==> config.mk <==
export PLATFORM = sky130hd
export DESIGN_NAME = stable_priority_queue
export DESIGN_NICKNAME = d
export VERILOG_FILES = /design/src/sv/spq_pkg.sv /design/src/sv/spq_ram.sv /design/src/sv/spq_ctrl.sv /design/src/sv/stable_priority_queue.sv
export VERILOG_INCLUDE_DIRS = /design/src /design/src/sv
export SDC_FILE = /design/constraint.sdc
export NUM_CORES = 1
export LEC_CHECK = 0
export BUFFER_PORTS_ARGS = -buffer_cell sky130_fd_sc_hd__buf_2
export CAP_MARGIN = 10
export CORE_AREA = 2 2 161 202
export DETAILED_ROUTE_END_ITERATION = 10
export DIE_AREA = 0 0 163 204
export PLACE_DENSITY_LB_ADDON = 0.2
export SYNTH_ARGS = -nofsm -noshare
export SYNTH_HDL_FRONTEND = slang
export SYNTH_SLANG_ARGS = --single-unit
==> constraint.sdc <==
create_clock -name clk_i -period 4.95 [get_ports clk_i]
set_input_delay 0.99 -clock clk_i [delete_from_list [all_inputs] [get_ports clk_i]]
set_output_delay 0.99 -clock clk_i [all_outputs]
set_load 0.005 [all_outputs]
==> src/sv/assert_macros.svh <==
// assertion macros used by spq_ctrl of the priority queue
// no dependencies; taken in by `include where assertions are written
`ifndef ASSERT_MACROS_SVH
`define ASSERT_MACROS_SVH

`ifndef SYNTHESIS
// property must hold at every clock edge out of reset
`define SPQ_ASSERT(lbl, clk, rst_n, prop, msg) \
  lbl: assert property (@(posedge clk) disable iff (!rst_n) (prop)) else $error(msg);
// consequent must hold in the cycle after the antecedent
`define SPQ_ASSERT_NEXT(lbl, clk, rst_n, ante, cons, msg) \
  lbl: assert property (@(posedge clk) disable iff (!rst_n) (ante) |=> (cons)) else $error(msg);
`else
`define SPQ_ASSERT(lbl, clk, rst_n, prop, msg)
`define SPQ_ASSERT_NEXT(lbl, clk, rst_n, ante, cons, msg)
`endif

`endif

==> src/sv/spq_pkg.sv <==
// shared types, constants and helpers of the stable priority queue
// no dependencies; used by spq_ctrl and stable_priority_queue
package spq_pkg;

  localparam int IdW    = 16;
  localparam int LvlW   = 2;
  localparam int EntryW = IdW + LvlW;
  localparam int OccW   = 5;

  localparam logic [LvlW-1:0] LvlVip = 2'd2;

  typedef enum logic {
    ACT_INSERT = 1'b0,
    ACT_REMOVE = 1'b1
  } action_e;

  // one incoming request
  typedef struct packed {
    action_e           action;
    logic [IdW-1:0]    request_id;
    logic [LvlW-1:0]   level;
  } req_t;

  // one result
  typedef struct packed {
    logic              served_valid;
    logic [IdW-1:0]    served_id;
    logic [LvlW-1:0]   served_level;
    logic              empty_flag;
    logic              full_flag;
    logic [OccW-1:0]   occupancy;
  } res_t;

  // out-of-range level saturates to vip
  function automatic logic [LvlW-1:0] sat_level(input logic [LvlW-1:0] lvl);
    sat_level = (lvl > LvlVip) ? LvlVip : lvl;
  endfunction

endpackage

==> src/sv/spq_ram.sv <==
// generic single-write, single-read ram with registered read data
// no dependencies; holds the queue entries
module spq_ram #(
  parameter int Width = 18,
  parameter int Depth = 16,
  localparam int AddrW = (Depth > 1) ? $clog2(Depth) : 1
) (
  input  logic             clk_i,
  input  logic             we_i,
  input  logic [AddrW-1:0] waddr_i,
  input  logic [Width-1:0] wdata_i,
  input  logic [AddrW-1:0] raddr_i,
  output logic [Width-1:0] rdata_o
);

  logic [Width-1:0] mem_q [Depth];
  logic [Width-1:0] rdata_q;

  // write port and registered read port
  always_ff @(posedge clk_i) begin
    if (we_i) begin
      mem_q[waddr_i] <= wdata_i;
    end
    rdata_q <= mem_q[raddr_i];
  end

  assign rdata_o = rdata_q;

endmodule

==> src/sv/spq_ctrl.sv <==
// sequencer of the priority queue: walks the entry ram one entry a cycle
// depends on spq_pkg, spq_ram and assert_macros.svh
`include "assert_macros.svh"

module spq_ctrl #(
  parameter int Depth = 16
) (
  input  logic          clk_i,
  input  logic          rst_ni,
  input  logic          req_valid_i,
  output logic          req_ready_o,
  input  spq_pkg::req_t req_i,
  output logic          res_valid_o,
  input  logic          res_ready_i,
  output spq_pkg::res_t res_o
);

  localparam int AW = (Depth > 1) ? $clog2(Depth) : 1;
  localparam int CW = $clog2(Depth + 1);

  typedef enum logic [2:0] {
    ST_IDLE,
    ST_INS_CMP,
    ST_INS_PUT,
    ST_REM_HEAD,
    ST_REM_SHIFT,
    ST_RESP
  } state_e;

  state_e                          state_q, state_d;
  logic [CW-1:0]                   count_q, count_d;
  logic [CW-1:0]                   pos_q, pos_d;
  logic [spq_pkg::IdW-1:0]         id_q, id_d;
  logic [spq_pkg::LvlW-1:0]        lvl_q, lvl_d;
  spq_pkg::res_t                   res_q, res_d;

  logic                            ram_we;
  logic [AW-1:0]                   ram_waddr;
  logic [AW-1:0]                   ram_raddr;
  logic [spq_pkg::EntryW-1:0]      ram_wdata;
  logic [spq_pkg::EntryW-1:0]      ram_rdata;
  logic [spq_pkg::LvlW-1:0]        rd_lvl;
  logic [spq_pkg::LvlW-1:0]        req_lvl;

  logic [CW-1:0] cnt_m1, cnt_p1, pos_m1, pos_m2, pos_p1;
  logic          store_full;

  assign rd_lvl     = ram_rdata[spq_pkg::EntryW-1:spq_pkg::IdW];
  assign req_lvl    = spq_pkg::sat_level(req_i.level);
  assign cnt_m1     = count_q - CW'(1);
  assign cnt_p1     = count_q + CW'(1);
  assign pos_m1     = pos_q - CW'(1);
  assign pos_m2     = pos_q - CW'(2);
  assign pos_p1     = pos_q + CW'(1);
  assign store_full = (count_q == CW'(Depth));

  // entry store
  spq_ram #(
    .Width(spq_pkg::EntryW),
    .Depth(Depth)
  ) u_ram (
    .clk_i  (clk_i),
    .we_i   (ram_we),
    .waddr_i(ram_waddr),
    .wdata_i(ram_wdata),
    .raddr_i(ram_raddr),
    .rdata_o(ram_rdata)
  );

  // sequencer: one compare and one ram move per cycle
  always_comb begin
    state_d   = state_q;
    count_d   = count_q;
    pos_d     = pos_q;
    id_d      = id_q;
    lvl_d     = lvl_q;
    res_d     = res_q;
    ram_we    = 1'b0;
    ram_waddr = '0;
    ram_wdata = {lvl_q, id_q};
    ram_raddr = '0;
    case (state_q)
      ST_IDLE: begin
        if (req_valid_i) begin
          id_d  = req_i.request_id;
          lvl_d = req_lvl;
          res_d = '0;
          if (req_i.action == spq_pkg::ACT_INSERT) begin
            if (store_full) begin
              res_d.full_flag = 1'b1;
              state_d         = ST_RESP;
            end else if (count_q == '0) begin
              ram_we    = 1'b1;
              ram_waddr = '0;
              ram_wdata = {req_lvl, req_i.request_id};
              count_d   = cnt_p1;
              state_d   = ST_RESP;
            end else begin
              ram_raddr = cnt_m1[AW-1:0];
              pos_d     = count_q;
              state_d   = ST_INS_CMP;
            end
          end else begin
            if (count_q == '0) begin
              res_d.empty_flag = 1'b1;
              state_d          = ST_RESP;
            end else begin
              ram_raddr = '0;
              state_d   = ST_REM_HEAD;
            end
          end
        end
      end
      ST_INS_CMP: begin
        ram_we    = 1'b1;
        ram_waddr = pos_q[AW-1:0];
        if (rd_lvl < lvl_q) begin
          // lower level entry moves back one place
          ram_wdata = ram_rdata;
          pos_d     = pos_m1;
          if (pos_q == CW'(1)) begin
            state_d = ST_INS_PUT;
          end else begin
            ram_raddr = pos_m2[AW-1:0];
          end
        end else begin
          count_d = cnt_p1;
          state_d = ST_RESP;
        end
      end
      ST_INS_PUT: begin
        ram_we    = 1'b1;
        ram_waddr = '0;
        count_d   = cnt_p1;
        state_d   = ST_RESP;
      end
      ST_REM_HEAD: begin
        res_d.served_valid = 1'b1;
        res_d.served_id    = ram_rdata[spq_pkg::IdW-1:0];
        res_d.served_level = rd_lvl;
        if (count_q == CW'(1)) begin
          count_d = cnt_m1;
          state_d = ST_RESP;
        end else begin
          ram_raddr = AW'(1);
          pos_d     = CW'(1);
          state_d   = ST_REM_SHIFT;
        end
      end
      ST_REM_SHIFT: begin
        // pull each remaining entry forward by one
        ram_we    = 1'b1;
        ram_waddr = pos_m1[AW-1:0];
        ram_wdata = ram_rdata;
        if (pos_p1 < count_q) begin
          ram_raddr = pos_p1[AW-1:0];
          pos_d     = pos_p1;
        end else begin
          count_d = cnt_m1;
          state_d = ST_RESP;
        end
      end
      ST_RESP: begin
        if (res_ready_i) begin
          state_d = ST_IDLE;
        end
      end
      default: begin
        state_d = ST_IDLE;
      end
    endcase
  end

  // state, count and result registers
  always_ff @(posedge clk_i or negedge rst_ni) begin
    if (!rst_ni) begin
      state_q <= ST_IDLE;
      count_q <= '0;
      pos_q   <= '0;
    end else begin
      state_q <= state_d;
      count_q <= count_d;
      pos_q   <= pos_d;
    end
  end

  always_ff @(posedge clk_i) begin
    id_q  <= id_d;
    lvl_q <= lvl_d;
    res_q <= res_d;
  end

  // handshakes and result
  assign req_ready_o = (state_q == ST_IDLE);
  assign res_valid_o = (state_q == ST_RESP);

  always_comb begin
    res_o           = res_q;
    res_o.occupancy = spq_pkg::OccW'(count_q);
  end

  // checks
  `SPQ_ASSERT(a_count_bound, clk_i, rst_ni, count_q <= CW'(Depth),
              "entry count above queue depth")
  `SPQ_ASSERT(a_write_region, clk_i, rst_ni, ram_we |-> (CW'(ram_waddr) <= count_q),
              "ram write beyond held entries")
  `SPQ_ASSERT(a_full_result, clk_i, rst_ni,
              (state_q == ST_RESP && res_q.full_flag) |-> store_full,
              "full reported while store has room")
  `SPQ_ASSERT_NEXT(a_leave_idle, clk_i, rst_ni, req_valid_i && req_ready_o,
                   state_q != ST_IDLE, "accepted request did not start")
  `SPQ_ASSERT(a_count_step, clk_i, rst_ni,
              count_q == $past(count_q) || count_q == $past(count_q) + CW'(1) ||
              count_q == $past(count_q) - CW'(1),
              "entry count moved by more than one")

endmodule

==> src/sv/stable_priority_queue.sv <==
// top level of the stable three-level priority queue with output register
// depends on spq_pkg, spq_ctrl (which holds spq_ram)
//
//  channel  dir  handshake             payload
//  s_axis   in   s_axis_tvalid/tready  tdata: request_id, level; tuser: action
//  m_axis   out  m_axis_tvalid/tready  tdata: served_id, served_level, occupancy;
//                                      tuser: served_valid, empty_flag, full_flag
//
// one request at a time; entries move through the entry ram one per cycle
// insert if not full: lower levels move back a place, then the new entry is written
// remove if not empty: the head is served and each other entry moves up a place
// the next request is taken while the previous result waits in the output register
// reset clears the entry count and sequencer; ram contents are never cleared
// a stalled m_axis holds its result and blocks the sequencer at its response step
module stable_priority_queue #(
  parameter int QUEUE_DEPTH = 16
) (
  input  logic        clk_i,
  input  logic        rst_ni,
  input  logic        s_axis_tvalid,
  output logic        s_axis_tready,
  input  logic [23:0] s_axis_tdata,  // [15:0] request_id, [17:16] level, zero pad
  input  logic [0:0]  s_axis_tuser,  // [0] action
  output logic        m_axis_tvalid,
  input  logic        m_axis_tready,
  output logic [23:0] m_axis_tdata,  // [15:0] served_id, [17:16] served_level,
                                     // [22:18] occupancy, zero pad
  output logic [2:0]  m_axis_tuser   // [0] served_valid, [1] empty_flag, [2] full_flag
);

  spq_pkg::req_t req;
  spq_pkg::res_t res;
  logic          res_valid;
  logic          res_ready;

  logic          out_valid_q, out_valid_d;
  spq_pkg::res_t out_q;

  // unpack request
  assign req.action     = spq_pkg::action_e'(s_axis_tuser[0]);
  assign req.request_id = s_axis_tdata[15:0];
  assign req.level      = s_axis_tdata[17:16];

  spq_ctrl #(
    .Depth(QUEUE_DEPTH)
  ) u_ctrl (
    .clk_i      (clk_i),
    .rst_ni     (rst_ni),
    .req_valid_i(s_axis_tvalid),
    .req_ready_o(s_axis_tready),
    .req_i      (req),
    .res_valid_o(res_valid),
    .res_ready_i(res_ready),
    .res_o      (res)
  );

  // output register
  assign res_ready = !out_valid_q || m_axis_tready;

  always_comb begin
    out_valid_d = out_valid_q;
    if (res_valid && res_ready) begin
      out_valid_d = 1'b1;
    end else if (m_axis_tready) begin
      out_valid_d = 1'b0;
    end
  end

  always_ff @(posedge clk_i or negedge rst_ni) begin
    if (!rst_ni) begin
      out_valid_q <= 1'b0;
    end else begin
      out_valid_q <= out_valid_d;
    end
  end

  always_ff @(posedge clk_i) begin
    if (res_valid && res_ready) begin
      out_q <= res;
    end
  end

  // pack result
  assign m_axis_tvalid = out_valid_q;
  assign m_axis_tdata  = {1'b0, out_q.occupancy, out_q.served_level, out_q.served_id};
  assign m_axis_tuser  = {out_q.full_flag, out_q.empty_flag, out_q.served_valid};

endmodule

# --- Word-level counts from Yosys, hierarchy flattened ---
# Memories as Yosys holds them, arrays and structs flattened. A register that Yosys moved wholly into a read port is not among the register bits.
# Index checks and enable logic that the tools add are counted.
word_totals:
  mem_bits_rw: 288
  latchBits: 0
  memories: 1
  rom_bits: 0
  register_bits: 79
op_classes:
  n_reduce_logical: 15
  addsub: 5
  mul: 0
  eq_ne: 21
  n_mux: 58
  n_bitwise: 0
  shifts: 0
  n_div: 0
  order_cmp: 3
memory_table:
  columns: ["memory", "words", "word_bits", "rd", "rd_clocked_by_memory_dff", "write_ports", "line", "rtl"]
  rows:
  - ["u_ctrl.u_ram.mem_q", 16, 18, 1, 1, 1, "spq_ram.sv:16", "logic [Width-1:0] mem_q [Depth];"]
op_table:
  columns: ["cell", "count"]
  rows:
  - ["2-to-1 mux 18 bit", 5]
  - ["2-to-1 mux 5 bit", 14]
  - ["case mux 18 bit (3 select lines)", 1]
  - ["case mux 19 bit (2 select lines)", 1]
  - ["2-to-1 mux 4 bit", 7]
  - ["2-to-1 mux 3 bit", 9]
  - ["2-to-1 mux 26 bit", 1]
  - ["case mux 5 bit (5 select lines)", 1]
  - ["case mux 5 bit (4 select lines)", 1]
  - ["case mux 3 bit (6 select lines)", 1]
  - ["case mux 4 bit (4 select lines)", 1]
  - ["AND reduction 8 bit", 2]
  - ["!= test 2 bit (second input constant)", 7]
  - ["2-to-1 mux 1 bit", 13]
  - ["adder 5 x 1 -> 5 bit (second input constant)", 2]
  - ["equality test 5 x 1 -> 1 bit (second input constant)", 2]
  - ["!= test 2 x 1 -> 1 bit (second input constant)", 5]
  - ["subtractor 5 x 1 -> 5 bit (second input constant)", 2]
  - ["case mux 4 bit (2 select lines)", 1]
  - ["equality test 3 x 2 -> 1 bit (second input constant)", 2]
  - ["equality test 3 bit (second input constant)", 2]
  - ["equality test 5 bit (second input constant)", 1]
  - ["logical NOT 5 bit", 1]
  - ["< comparator 5 bit", 1]
  - ["17 further kinds", 19]

# --- Depth between registers and ports, before layout ---
# Gate-level depths: netlist of the first run.
logic_depth:
  depth_word: 8
  depth_mapped: 14
  depth_no_buf: 11

# --- By module ---
# From an unflattened synthesis of the first run, not the netlist that was laid out.
unflattened:
  hier_cells: 826
  hier_area_um2: 15391.0
modules_own_cells:
  columns: ["module", "area_each_um2", "cells_per_inst", "n_inst"]
  rows:
  - ["spq_ram", 11322.1, 482, 1]
  - ["spq_ctrl", 3223.1, 312, 1]
  - ["stable_priority_queue", 845.8, 32, 1]

# --- Least setup slack after synthesis of the first run ---
# Ideal clock, no wire load.
synth_path:
  path_kind: "input to register"
  from: "input port s_axis_tvalid"
  to: "memory u_ctrl.u_ram.mem_q[12][0], enable pin"
  setup_slack_ps: 530
  path_stages: 7
  path_buffers: 1
  t_arrival_ps: 4028
  cell_sequence: "nor4b_2 and2_1 clkbuf_1 nor2_1 o32ai_1 nand2_1 nor2_1"
synth_via:
  elab_chain_cells: 4
synth_lines:
  columns: ["item", "line", "rtl"]
  rows:
  - ["start: declaration", "stable_priority_queue.sv:20", "input logic s_axis_tvalid,"]
  - ["2-to-1 mux 1 bit", "spq_ctrl.sv:84", "if (req_valid_i) begin"]
  - ["case mux 1 bit (2 select lines)", "spq_ctrl.sv:82", "case (state_q)"]
  - ["2-to-1 mux 1 bit", "spq_ram.sv:21", "if (we_i) begin"]
  - ["2-to-1 mux 1 bit (implied by the code)", "spq_ram.sv:22", "mem_q[waddr_i] <= wdata_i;"]
  - ["end: declaration", "spq_ram.sv:16", null]
# No other way between the ends.

# --- Final worst setup path of the first run ---
layout_path:
  from: "register u_ctrl.pos_q[0]"
  to: "register u_ctrl.u_ram.rdata_q[5], in the netlist u_ctrl.u_ram.rdata_o[5], read port of u_ctrl.u_ram.mem_q"
layout_via:
  elab_chain_cells: 4
  elab_cells_between_ends: 8
layout_lines:
  columns: ["item", "line", "rtl"]
  rows:
  - ["start: declaration", "spq_ctrl.sv:32", "logic [CW-1:0] pos_q, pos_d;"]
  - ["start signal: assignment", "spq_ctrl.sv:183", "pos_q <= pos_d;"]
  - ["adder 5 x 1 -> 5 bit, or another cell as far along", "spq_ctrl.sv:54", "assign pos_p1 = pos_q + CW'(1);"]
  - ["< comparator 5 bit / 2-to-1 mux 4 bit (equally long branches)", "spq_ctrl.sv:155, spq_ctrl.sv:121", null]
  - ["2-to-1 mux 4 bit (on tied branches)", "spq_ctrl.sv:155, spq_ctrl.sv:117", null]
  - ["case mux 4 bit (4 select lines) *", "spq_ctrl.sv:82", null]
  - ["end: declaration", "spq_ram.sv:17", "logic [Width-1:0] rdata_q;"]
# Mark *: on every way between the ends. The rest lies on a longest branch, timed or not.
# A chain may end at the register's enable or synchronous reset.

==> results of run 1 <==
-- metrics by stage --
| step | hold WS [ns] | area, µm² |
|---|---|---|
| 3_3_place_gp | 0.4014 | 16270 |
| 2_1_floorplan | 0.4003 | 15420 |
| 4_1_cts | 0.3482 | 17440 |
| 5_1_grt | 0.3659 | 17440 |
| 3_5_place_dp | 0.4061 | 16270 |
| 6_report | 0.3573 | 17440 |
-- synth_stat cells (3+ instances only) --
cell / count
o21a_1: 4
dfxtp_1: 18
mux2i_1: 146
ha_1: 16
and2_1: 24
a21oi_1: 14
nand3_1: 3
a222oi_1: 17
xnor2_1: 8
a22oi_1: 4
nand2_1: 36
clkbuf_1: 12
edfxtp_1: 353
or3_1: 5
o22ai_1: 75
or4_1: 19
nand2b_1: 3
nor3_1: 7
nor2_1: 29
buf_6: 5
o211ai_1: 4
inv_1: 31
buf_2: 27
nor2b_1: 4
dfrtp_1: 14
nand3_2: 4
o21ai_0: 15
xor2_1: 4
-- power groups by stage --
stage	Sequential (mW)	Clock [mW]	Combinational (mW)
finish	5.27	2.75	4.68
global route	5.33	2.92	5.08
CTS	5.27	2.79	4.70
detailed placement	5.33	0	4.68
global placement	5.31	0	4.58
floorplan	5.17	0	3.30
-- cell families (layout without fill, tap and decap cells) --
| logic type | Yosys count | after routing | synth area share (%) |
|---|---|---|---|
| DFF | 385 | 385 | 73.34 |
| adders and majority gates | 16 | 16 | 1.298 |
| muxes | 146 | 146 | 9.475 |
| xor gates and xnor gates | 12 | 12 | 0.6814 |
| and+or+nand+nor | 154 | 154 | 5.808 |
| buffers and inverters | 79 | 179 | 2.434 |
| AOI/OAI and AO/OA | 153 | 153 | 6.944 |
| other | 1 | 1 | 0.02431 |
-- flip-flops by register name, indices dropped and copies added (netlist names) --
name                  cells
u_ctrl.u_ram.mem_q      288
m_axis_tdata             23
u_ctrl.res_o             21
u_ctrl.u_ram.rdata_o     18
u_ctrl.id_q              16
u_ctrl.count_q            5
u_ctrl.pos_q              5
m_axis_tuser              3
u_ctrl.state_q            3
u_ctrl.lvl_q              2
m_axis_tvalid             1
-- layer usage --
metal,up-vias,track usage [%]
met2,269,37.29
li1,3863,-
met4,0,5.879
met3,53,2.739
met5,-,0
met1,4264,27.64
-- cell type report --
| class | count | area, µm² | area share [%] |
|---|---|---|---|
| clock buffer | 43 | 958.4 | 5.495 |
| clock inverter | 25 | 219.0 | 1.255 |
| inverter | 31 | 116.4 | 0.6671 |
| multi-input combinational | 482 | 3810 | 21.84 |
| sequential | 385 | 11310 | 64.84 |
| tap | 412 | 515.5 | 2.955 |
| timing repair buffer | 80 | 513.0 | 2.941 |
-- worst reg2reg max path, stage by stage, from the launching register on --
cell	delay (ns)
dfrtp_1	0.68
ha_1	0.33
nand3_1	0.11
xnor2_1	0.25
ha_1	0.32
a211oi_2	0.35
o21ai_0	0.31
o21ai_4	0.42
buf_12	0.43
mux2i_1	0.33
o22ai_1	0.09
or4_1	0.55
-- worst paths after layout --
kind / start / end / slack [ns]
worst max-delay path: u_ctrl.pos_q[0]$_DFFE_PN0P_ / u_ctrl.u_ram.rdata_o[5]$_DFF_P_ / 0.64
worst min-delay path: rst_ni / u_ctrl.pos_q[4]$_DFFE_PN0P_ / 0.36
worst max register to register: u_ctrl.pos_q[0]$_DFFE_PN0P_ / u_ctrl.u_ram.rdata_o[5]$_DFF_P_ / 0.64
worst min register to register: u_ctrl.res_o[9]$_DFFE_PP_ / m_axis_tdata[0]$_DFFE_PP_ / 0.41
max in group asynchronous: rst_ni / m_axis_tvalid$_DFFE_PN0P_ / 4.33
min in group clk_i: u_ctrl.res_o[9]$_DFFE_PP_ / m_axis_tdata[0]$_DFFE_PP_ / 0.41
==> impl_metrics.json, run 1 <==
{
  "slowest_delay_ns": 0.68,
  "syn-num-nets": 991,
  "coreArea_um2": 31510,
  "synth_edf_count": 353,
  "cp_max_fo": 62,
  "clock_sinks": 385,
  "crit_path_frequent_cell": "ha_1",
  "post-route-util_pct": 55.35,
  "insertedDiodeCount": 0,
  "initialDrtViolationCount": 814,
  "peakVddDrop_v": 0.0005025,
  "p_leak_nw": 5.905,
  "synth_area_leaders": "edfxtp_1, mux2i_1, o22ai_1",
  "synth.top_cell.area_share_pct": 68.73,
  "portBuffers": 50,
  "fin_crit_ns": 4.306,
  "vias": 8449,
  "switching_share_pct": 35.88,
  "hold_path_class": "in -> async",
  "synth_seq_cells": 385,
  "die_w_um": 163,
  "report.final.slew_viol_count": 0,
  "synthArstFlopShare_pct": 3.636,
  "crit_family": "compound AO/OA/AOI/OAI gates",
  "setup_tns_ns": 0,
  "die_area_um2": 33250,
  "fp-row-count": 73,
  "antenna_found_initial": 0,
  "layout_common_cells": "edfxtp_1, mux2i_1, o22ai_1",
  "max_freq_mhz": 232.2,
  "finalCritPeriodShare_pct": 86.99,
  "place_ws_ns": 0.7562,
  "grt_overflow": 0,
  "grt_pass1_wl_um": 51590,
  "required_ns": 5.35,
  "cp-start-kind": "register",
  "layout-drive-gt1-share_pct": 16.16,
  "clk_root_buffer_cell": "clkbuf_16",
  "critPathKind": "reg -> reg",
  "yosysWarnings": 0,
  "clkTransAtPathRegs_ns": 0.07,
  "post-dp-hpwl_um": 19950,
  "setup_ws_ns": 0.6442,
  "power_mw": 12.70,
  "cts_setup_buffers": 0,
  "p_int_mw": 8.143,
  "setup_viol": 0,
  "cts_max_level": 2,
  "final_common_cell": "edfxtp_1",
  "place_inst": 1390,
  "synth_top_area_cell": "edfxtp_1",
  "cts-buffers-inserted": 37,
  "wl_met2_um": 17930,
  "r2r.worst_path.cells": 11,
  "fill_cells": 2477,
  "synth_ff_type": "edfxtp_1",
  "p_sw_mw": 4.556,
  "pwr-share-clk_pct": 21.6,
  "p_per_area_nw_per_um2": 728.0,
  "gp_congestion": 0.8371,
  "post_cts_resized": 0,
  "comb_power_share_pct": 36.9,
  "slew_headroom_pct": 41.30,
  "m1WireLength_um": 14620,
  "clk_latency_ns": 0.54,
  "syn_inst": 946,
  "synth_area_per_cell_um2": 16.30,
  "critPathCaptureType": "register",
  "grt_max_degree": 63,
  "instances_no_fill": 1458,
  "initial_core_util_pct": 48.95,
  "holdBufCountCts": 0,
  "worstMarginPinSlew_ns": 0.8785,
  "wl_per_cell_um": 23.95,
  "path_cells": "ha_1 -> nand3_1 -> xnor2_1 -> ha_1 -> a211oi_2 -> o21ai_0 -> o21ai_4 -> buf_12 -> mux2i_1 -> o22ai_1 -> or4_1",
  "cp.arrival_ns": 4.71,
  "ys_seq_area_share_pct": 73.33,
  "maxCapViolCount": 0,
  "wl_met3_um": 1599,
  "firstDrtPassIters": 5,
  "final_net_count": 1062,
  "area_growth_pct": 13.09,
  "cts_buffer_depth": 3,
  "power_frac_seq_pct": 41.5,
  "routed_wl_um": 34910,
  "hold_viol": 0,
  "drtAntennaViolNets": 0,
  "rsz0062_at_grt": "false",
  "yosysUniqueCellTypes": 62,
  "track_usage_pct": 21.18,
  "critPathBufInv": 1,
  "dr.max_layer_used": "met4",
  "ios": 58,
  "cpMaxStageDelayCell": "dfrtp_1",
  "die_y_um": 204,
  "finalClockSkew_ns": 0.01606,
  "syn_area_um2": 15420,
  "drc": 0,
  "grt_pass1_vias": 8198,
  "outcome": "completed",
  "cp_num_cells": 11,
  "cts_tree": "yes",
  "vias_per_cell": 5.795
}
No activity file was read; power rests on OpenSTA's default activity.
==> run 2: changes to the inputs <==
--- a/config.mk
+++ b/config.mk
@@ -11,7 +11,7 @@
 export CORE_AREA = 2 2 161 202
 export DETAILED_ROUTE_END_ITERATION = 10
 export DIE_AREA = 0 0 163 204
-export PLACE_DENSITY_LB_ADDON = 0.2
+export PLACE_DENSITY_LB_ADDON = 0.1
 export SYNTH_ARGS = -nofsm -noshare
 export SYNTH_HDL_FRONTEND = slang
 export SYNTH_SLANG_ARGS = --single-unit
==> impl_metrics.json, run 2 (synthesis results as in run 1) <==
{
  "vias_per_cell": 5.752,
  "p_leak_nw": 5.920,
  "drtAntennaViolNets": 0,
  "vias": 8415,
  "rsz0062_at_grt": "false",
  "critPathKind": "reg -> reg",
  "antenna_found_initial": 0,
  "fin_crit_ns": 4.030,
  "required_ns": 5.32,
  "hold_path_class": "in -> async",
  "coreArea_um2": 31510,
  "gp_congestion": 0.8470,
  "firstDrtPassIters": 5,
  "cp.arrival_ns": 4.40,
  "instances_no_fill": 1463,
  "largest_reg_flops": 288,
  "die_y_um": 204,
  "clock_sinks": 385,
  "layout-drive-gt1-share_pct": 16.18,
  "insertedDiodeCount": 0,
  "wl_per_cell_um": 23.96,
  "cts_tree": "yes",
  "worstMarginPinSlew_ns": 1.281,
  "fill_cells": 2509,
  "grt_max_degree": 49,
  "place_inst": 1395,
  "place_ws_ns": 0.9740,
  "clkTransAtPathRegs_ns": 0.06,
  "initial_core_util_pct": 48.95,
  "area_growth_pct": 13.36,
  "post-dp-hpwl_um": 20510,
  "grt_pass1_wl_um": 51430,
  "drc": 0,
  "p_per_area_nw_per_um2": 725.4,
  "cts_buffer_depth": 3,
  "max_freq_mhz": 248.2,
  "cp_max_fo": 48,
  "cts-buffers-inserted": 37,
  "finalClockSkew_ns": 0.01125,
  "grt_pass1_vias": 8191,
  "cts_max_level": 2,
  "track_usage_pct": 21.16,
  "post_cts_resized": 0,
  "post-route-util_pct": 55.49,
  "setup_tns_ns": 0,
  "setup_ws_ns": 0.9203,
  "clk_root_buffer_cell": "clkbuf_16",
  "ios": 58,
  "finalCritPeriodShare_pct": 81.41,
  "slew_headroom_pct": 14.62,
  "die_w_um": 163,
  "cts_setup_buffers": 0,
  "routed_wl_um": 35060,
  "critPathCaptureType": "register",
  "setup_viol": 0,
  "hold_viol": 0,
  "final_net_count": 1068,
  "portBuffers": 50,
  "clk_latency_ns": 0.53,
  "report.final.slew_viol_count": 0,
  "maxCapViolCount": 0,
  "holdBufCountCts": 0,
  "initialDrtViolationCount": 716,
  "peakVddDrop_v": 0.0004271,
  "outcome": "completed",
  "cp-start-kind": "register",
  "layout_common_cells": "edfxtp_1, mux2i_1, o22ai_1",
  "grt_overflow": 0,
  "die_area_um2": 33250,
  "final_common_cell": "edfxtp_1",
  "fp-row-count": 73,
  "top_register": "u_ctrl.u_ram.mem_q"
}
==> run 2: changes by cell type in the layout (fill, tap and decap cells not counted), sizes merged <==
| cell | delta |
|---|---|
| buf | +6 |
| bufinv | -2 |
| clkbuf | +11 |
| clkinv | -9 |
| clkinvlp | +1 |
| inv | -2 |
==> run 2: area by class of cell <==
type                            instances  area [µm²]  area share [%]
Sequential cell                       385       11310           64.69
Inverter                               31       116.4          0.6655
Tap cell                              412       515.5           2.948
Clock buffer                           54        1082           6.190
Multi-Input combinational cell        482        3800           21.73
Timing Repair Buffer                   86       565.5           3.235
Clock inverter                         13       93.84          0.5367
==> run 2: path summary, 6_finish.rpt <==
check                                       startpoint                          endpoint  slack, ns  depth (start not counted)
max in group asynchronous                       rst_ni     u_ctrl.count_q[0]$_DFFE_PN0P_       4.33                          1
min reg2reg                 u_ctrl.res_o[19]$_DFFE_PP_        m_axis_tdata[10]$_DFFE_PP_       0.42                          0
min                                             rst_ni     u_ctrl.count_q[4]$_DFFE_PN0P_       0.37                          1
max                        u_ctrl.pos_q[1]$_DFFE_PN0P_  u_ctrl.u_ram.rdata_o[12]$_DFF_P_       0.92                         11
max reg2reg                u_ctrl.pos_q[1]$_DFFE_PN0P_  u_ctrl.u_ram.rdata_o[12]$_DFF_P_       0.92                         11
min in group clk_i          u_ctrl.res_o[19]$_DFFE_PP_        m_axis_tdata[10]$_DFFE_PP_       0.42                          0
==> run 2: stage by stage <==
stage | power (mW) | cell area [µm²] | hold slack, ns
finish | 12.68 | 17480 | 0.3658
global route | 13.35 | 17480 | 0.3794
CTS | 12.76 | 17470 | 0.3583
detailed placement | 10.04 | 16290 | 0.4074
global placement | 9.955 | 16290 | 0.4025
floorplan | 8.474 | 15420 | 0.4003
==> run 2: layer usage <==
metal | track usage, % | vias up | wire [µm]
met5 | 0 | - | 0
met2 | 36.99 | 250 | 17770
met1 | 27.27 | 4220 | 14530
met3 | 3.226 | 66 | 1801
li1 | - | 3879 | -
met4 | 6.511 | 0 | 952
==> run 2: critical path, stage by stage (launching register included) <==
cell and delay [ns]:
dfrtp_1 0.45, ha_1 0.26, nand3_1 0.11, xnor2_1 0.26
ha_1 0.31, a211oi_2 0.33, o21ai_0 0.29, o21ai_4 0.47
buf_12 0.37, mux2i_1 0.24, o22ai_1 0.08, or4_1 0.63
==> run 2: power breakdown <==
part           leakage (nW)  switching [mW]  internal (mW)  total [mW]
Clock                 0.565            1.15           1.57        2.72
Sequential             3.55           0.293           4.93        5.23
Combinational          1.81            3.08           1.65        4.73
Total                  5.92            4.52           8.16        12.7
==> run 3: changes to the inputs <==
==> constraint.sdc (replaced) <==
create_clock -name clk_i -period 4.16 [get_ports clk_i]
set_input_delay 0.832 -clock clk_i [delete_from_list [all_inputs] [get_ports clk_i]]
set_output_delay 0.832 -clock clk_i [all_outputs]
set_load 0.005 [all_outputs]
==> impl_metrics.json, run 3 (synthesis results as in run 1) <==
{
  "final_common_cell": "edfxtp_1",
  "worstMarginPinSlew_ns": 0.7912,
  "reg2reg_setup_slack_ns": 0.32,
  "setup_viol": 0,
  "cts-buffers-inserted": 38,
  "die_area_um2": 33250,
  "critPathKind": "reg -> reg",
  "wl_met2_um": 17450,
  "drtAntennaViolNets": 0,
  "critPathCaptureType": "register",
  "gp_congestion": 0.8253,
  "timing.rr.start": "u_ctrl.pos_q[1]$_DFFE_PN0P_",
  "outcome": "completed",
  "grt_pass1_vias": 8384,
  "clk_latency_ns": 0.53,
  "hold_path_class": "in -> async",
  "grt_max_degree": 36,
  "drc": 0,
  "vias_per_cell": 5.695,
  "cp.arrival_ns": 4.24,
  "die_w_um": 163,
  "ios": 58,
  "cts_buffer_depth": 3,
  "cp-startpoint": "u_ctrl.pos_q[1]$_DFFE_PN0P_",
  "report.final.slew_viol_count": 0,
  "rsz0062_at_grt": "false",
  "power_mw": 15.46,
  "post_cts_resized": 0,
  "path_cells": "ha_1 -> nand3_1 -> xnor2_1 -> ha_1 -> a211oi_2 -> o21ai_0 -> o21ai_4 -> buf_12 -> buf_12 -> mux2i_1 -> o22ai_1 -> or4_1",
  "largest_reg_flops": 288,
  "slew_headroom_pct": 46.85,
  "critPathBufInv": 2,
  "cp_max_fo": 35,
  "slowest_delay_ns": 0.55,
  "clock_sinks": 385,
  "insertedDiodeCount": 0,
  "firstDrtPassIters": 6,
  "coreArea_um2": 31510,
  "peakVddDrop_v": 0.0003957,
  "fin_crit_ns": 3.842,
  "area_growth_pct": 15.14,
  "grt_pass1_wl_um": 52270,
  "clkTransAtPathRegs_ns": 0.06,
  "maxCapViolCount": 0,
  "crit_family": "compound AO/OA/AOI/OAI gates",
  "p_per_area_nw_per_um2": 870.3,
  "finalClockSkew_ns": 0.01236,
  "grt_overflow": 0,
  "endpoint": "u_ctrl.u_ram.rdata_o[1]$_DFF_P_",
  "cp_num_cells": 12,
  "initialDrtViolationCount": 777,
  "post-dp-hpwl_um": 21390,
  "portBuffers": 50,
  "cts_max_level": 2,
  "layout_common_cells": "edfxtp_1, mux2i_1, o22ai_1",
  "max_freq_mhz": 260.3,
  "final_net_count": 1094,
  "cpMaxStageDelayCell": "or4_1",
  "hold_viol": 0,
  "routed_wl_um": 35050,
  "top_register": "u_ctrl.u_ram.mem_q",
  "crit-reg2reg-capture": "u_ctrl.u_ram.rdata_o[1]$_DFF_P_",
  "setup_tns_ns": 0,
  "finalCritPeriodShare_pct": 92.35,
  "track_usage_pct": 21.56,
  "wl_met3_um": 1939,
  "dr.max_layer_used": "met4",
  "r2r.worst_path.cells": 12,
  "whs_ns": 0.2240,
  "initial_core_util_pct": 48.95,
  "layout-drive-gt1-share_pct": 17.81,
  "wl_per_cell_um": 23.52,
  "fp-row-count": 73,
  "required_ns": 4.55,
  "p_leak_nw": 6.088,
  "holdBufCountCts": 0,
  "vias": 8486,
  "m1WireLength_um": 14840,
  "clk_root_buffer_cell": "clkbuf_16",
  "cts_tree": "yes",
  "cp-start-kind": "register",
  "cts_setup_buffers": 0,
  "die_y_um": 204,
  "antenna_found_initial": 0
}
## run 3: cell types whose count changed in the layout (fill, tap and decap cells not counted)
cell	delta
clkbuf_1	-3
clkinv_1	+8
buf_8	-1
clkinvlp_4	-3
buf_12	+9
buf_4	+17
clkinv_4	+1
clkbuf_8	-5
bufinv_16	+1
clkinv_2	+3
## run 3: power breakdown
group	switching, mW	internal (mW)	leakage [nW]
Sequential	0.351	5.86	3.55
Clock	1.38	1.84	0.567
Combinational	3.75	2.27	1.97
Total	5.48	9.97	6.09
## run 3: final cells by class
type	count	area, µm²
Inverter	31	116.4
Multi-Input combinational cell	482	3800
Clock buffer	46	1002
Sequential cell	385	11310
Timing Repair Buffer	111	858.3
Fill cell	2498	13750
Tap cell	412	515.5
Clock inverter	23	155.1
## run 3: layer usage
metal / track usage (%) / vias to the layer above
li1: - / 3932
met1: 28.88 / 4229
met2: 36.56 / 265
met3: 3.389 / 60
met4: 6.258 / 0
met5: 0 / -
## run 3: worst min-delay path by stage
stage | startpoint | end | slack (ns) | depth (start not counted)
6_report | rst_ni | u_ctrl.count_q[1]$_DFFE_PN0P_ | 0.22 | 1
5_1_grt | rst_ni | u_ctrl.count_q[3]$_DFFE_PN0P_ | 0.23 | 1
4_1_cts | rst_ni | u_ctrl.count_q[3]$_DFFE_PN0P_ | 0.21 | 1
3_5_place_dp | u_ctrl.res_o[17]$_DFFE_PP_ | m_axis_tdata[8]$_DFFE_PP_ | 0.41 | 0
3_3_place_gp | u_ctrl.res_o[24]$_DFFE_PP_ | m_axis_tdata[15]$_DFFE_PP_ | 0.40 | 0
2_1_floorplan | u_ctrl.res_o[9]$_DFFE_PP_ | m_axis_tdata[0]$_DFFE_PP_ | 0.40 | 0
## run 3: worst reg2reg max path, cell delays in order (launching register included)
cell	delay [ns]
dfrtp_1	0.41
ha_1	0.25
nand3_1	0.11
xnor2_1	0.25
ha_1	0.31
a211oi_2	0.32
o21ai_0	0.31
o21ai_4	0.24
buf_12	0.26
buf_12	0.34
mux2i_1	0.24
o22ai_1	0.11
or4_1	0.55
## run 3: through the flow
stage | setup slack, ns | instances | area (µm²) | utilization [%]
floorplan | 0.4288 | 946 | 15430 | -
global placement | 0.3182 | 1421 | 16600 | 52.68
detailed placement | 0.2909 | 1421 | 16600 | 52.68
CTS | 0.2821 | 1490 | 17760 | 56.36
global route | 0.03987 | 1490 | 17760 | 56.36
finish | 0.3183 | 1490 | 17760 | 56.36
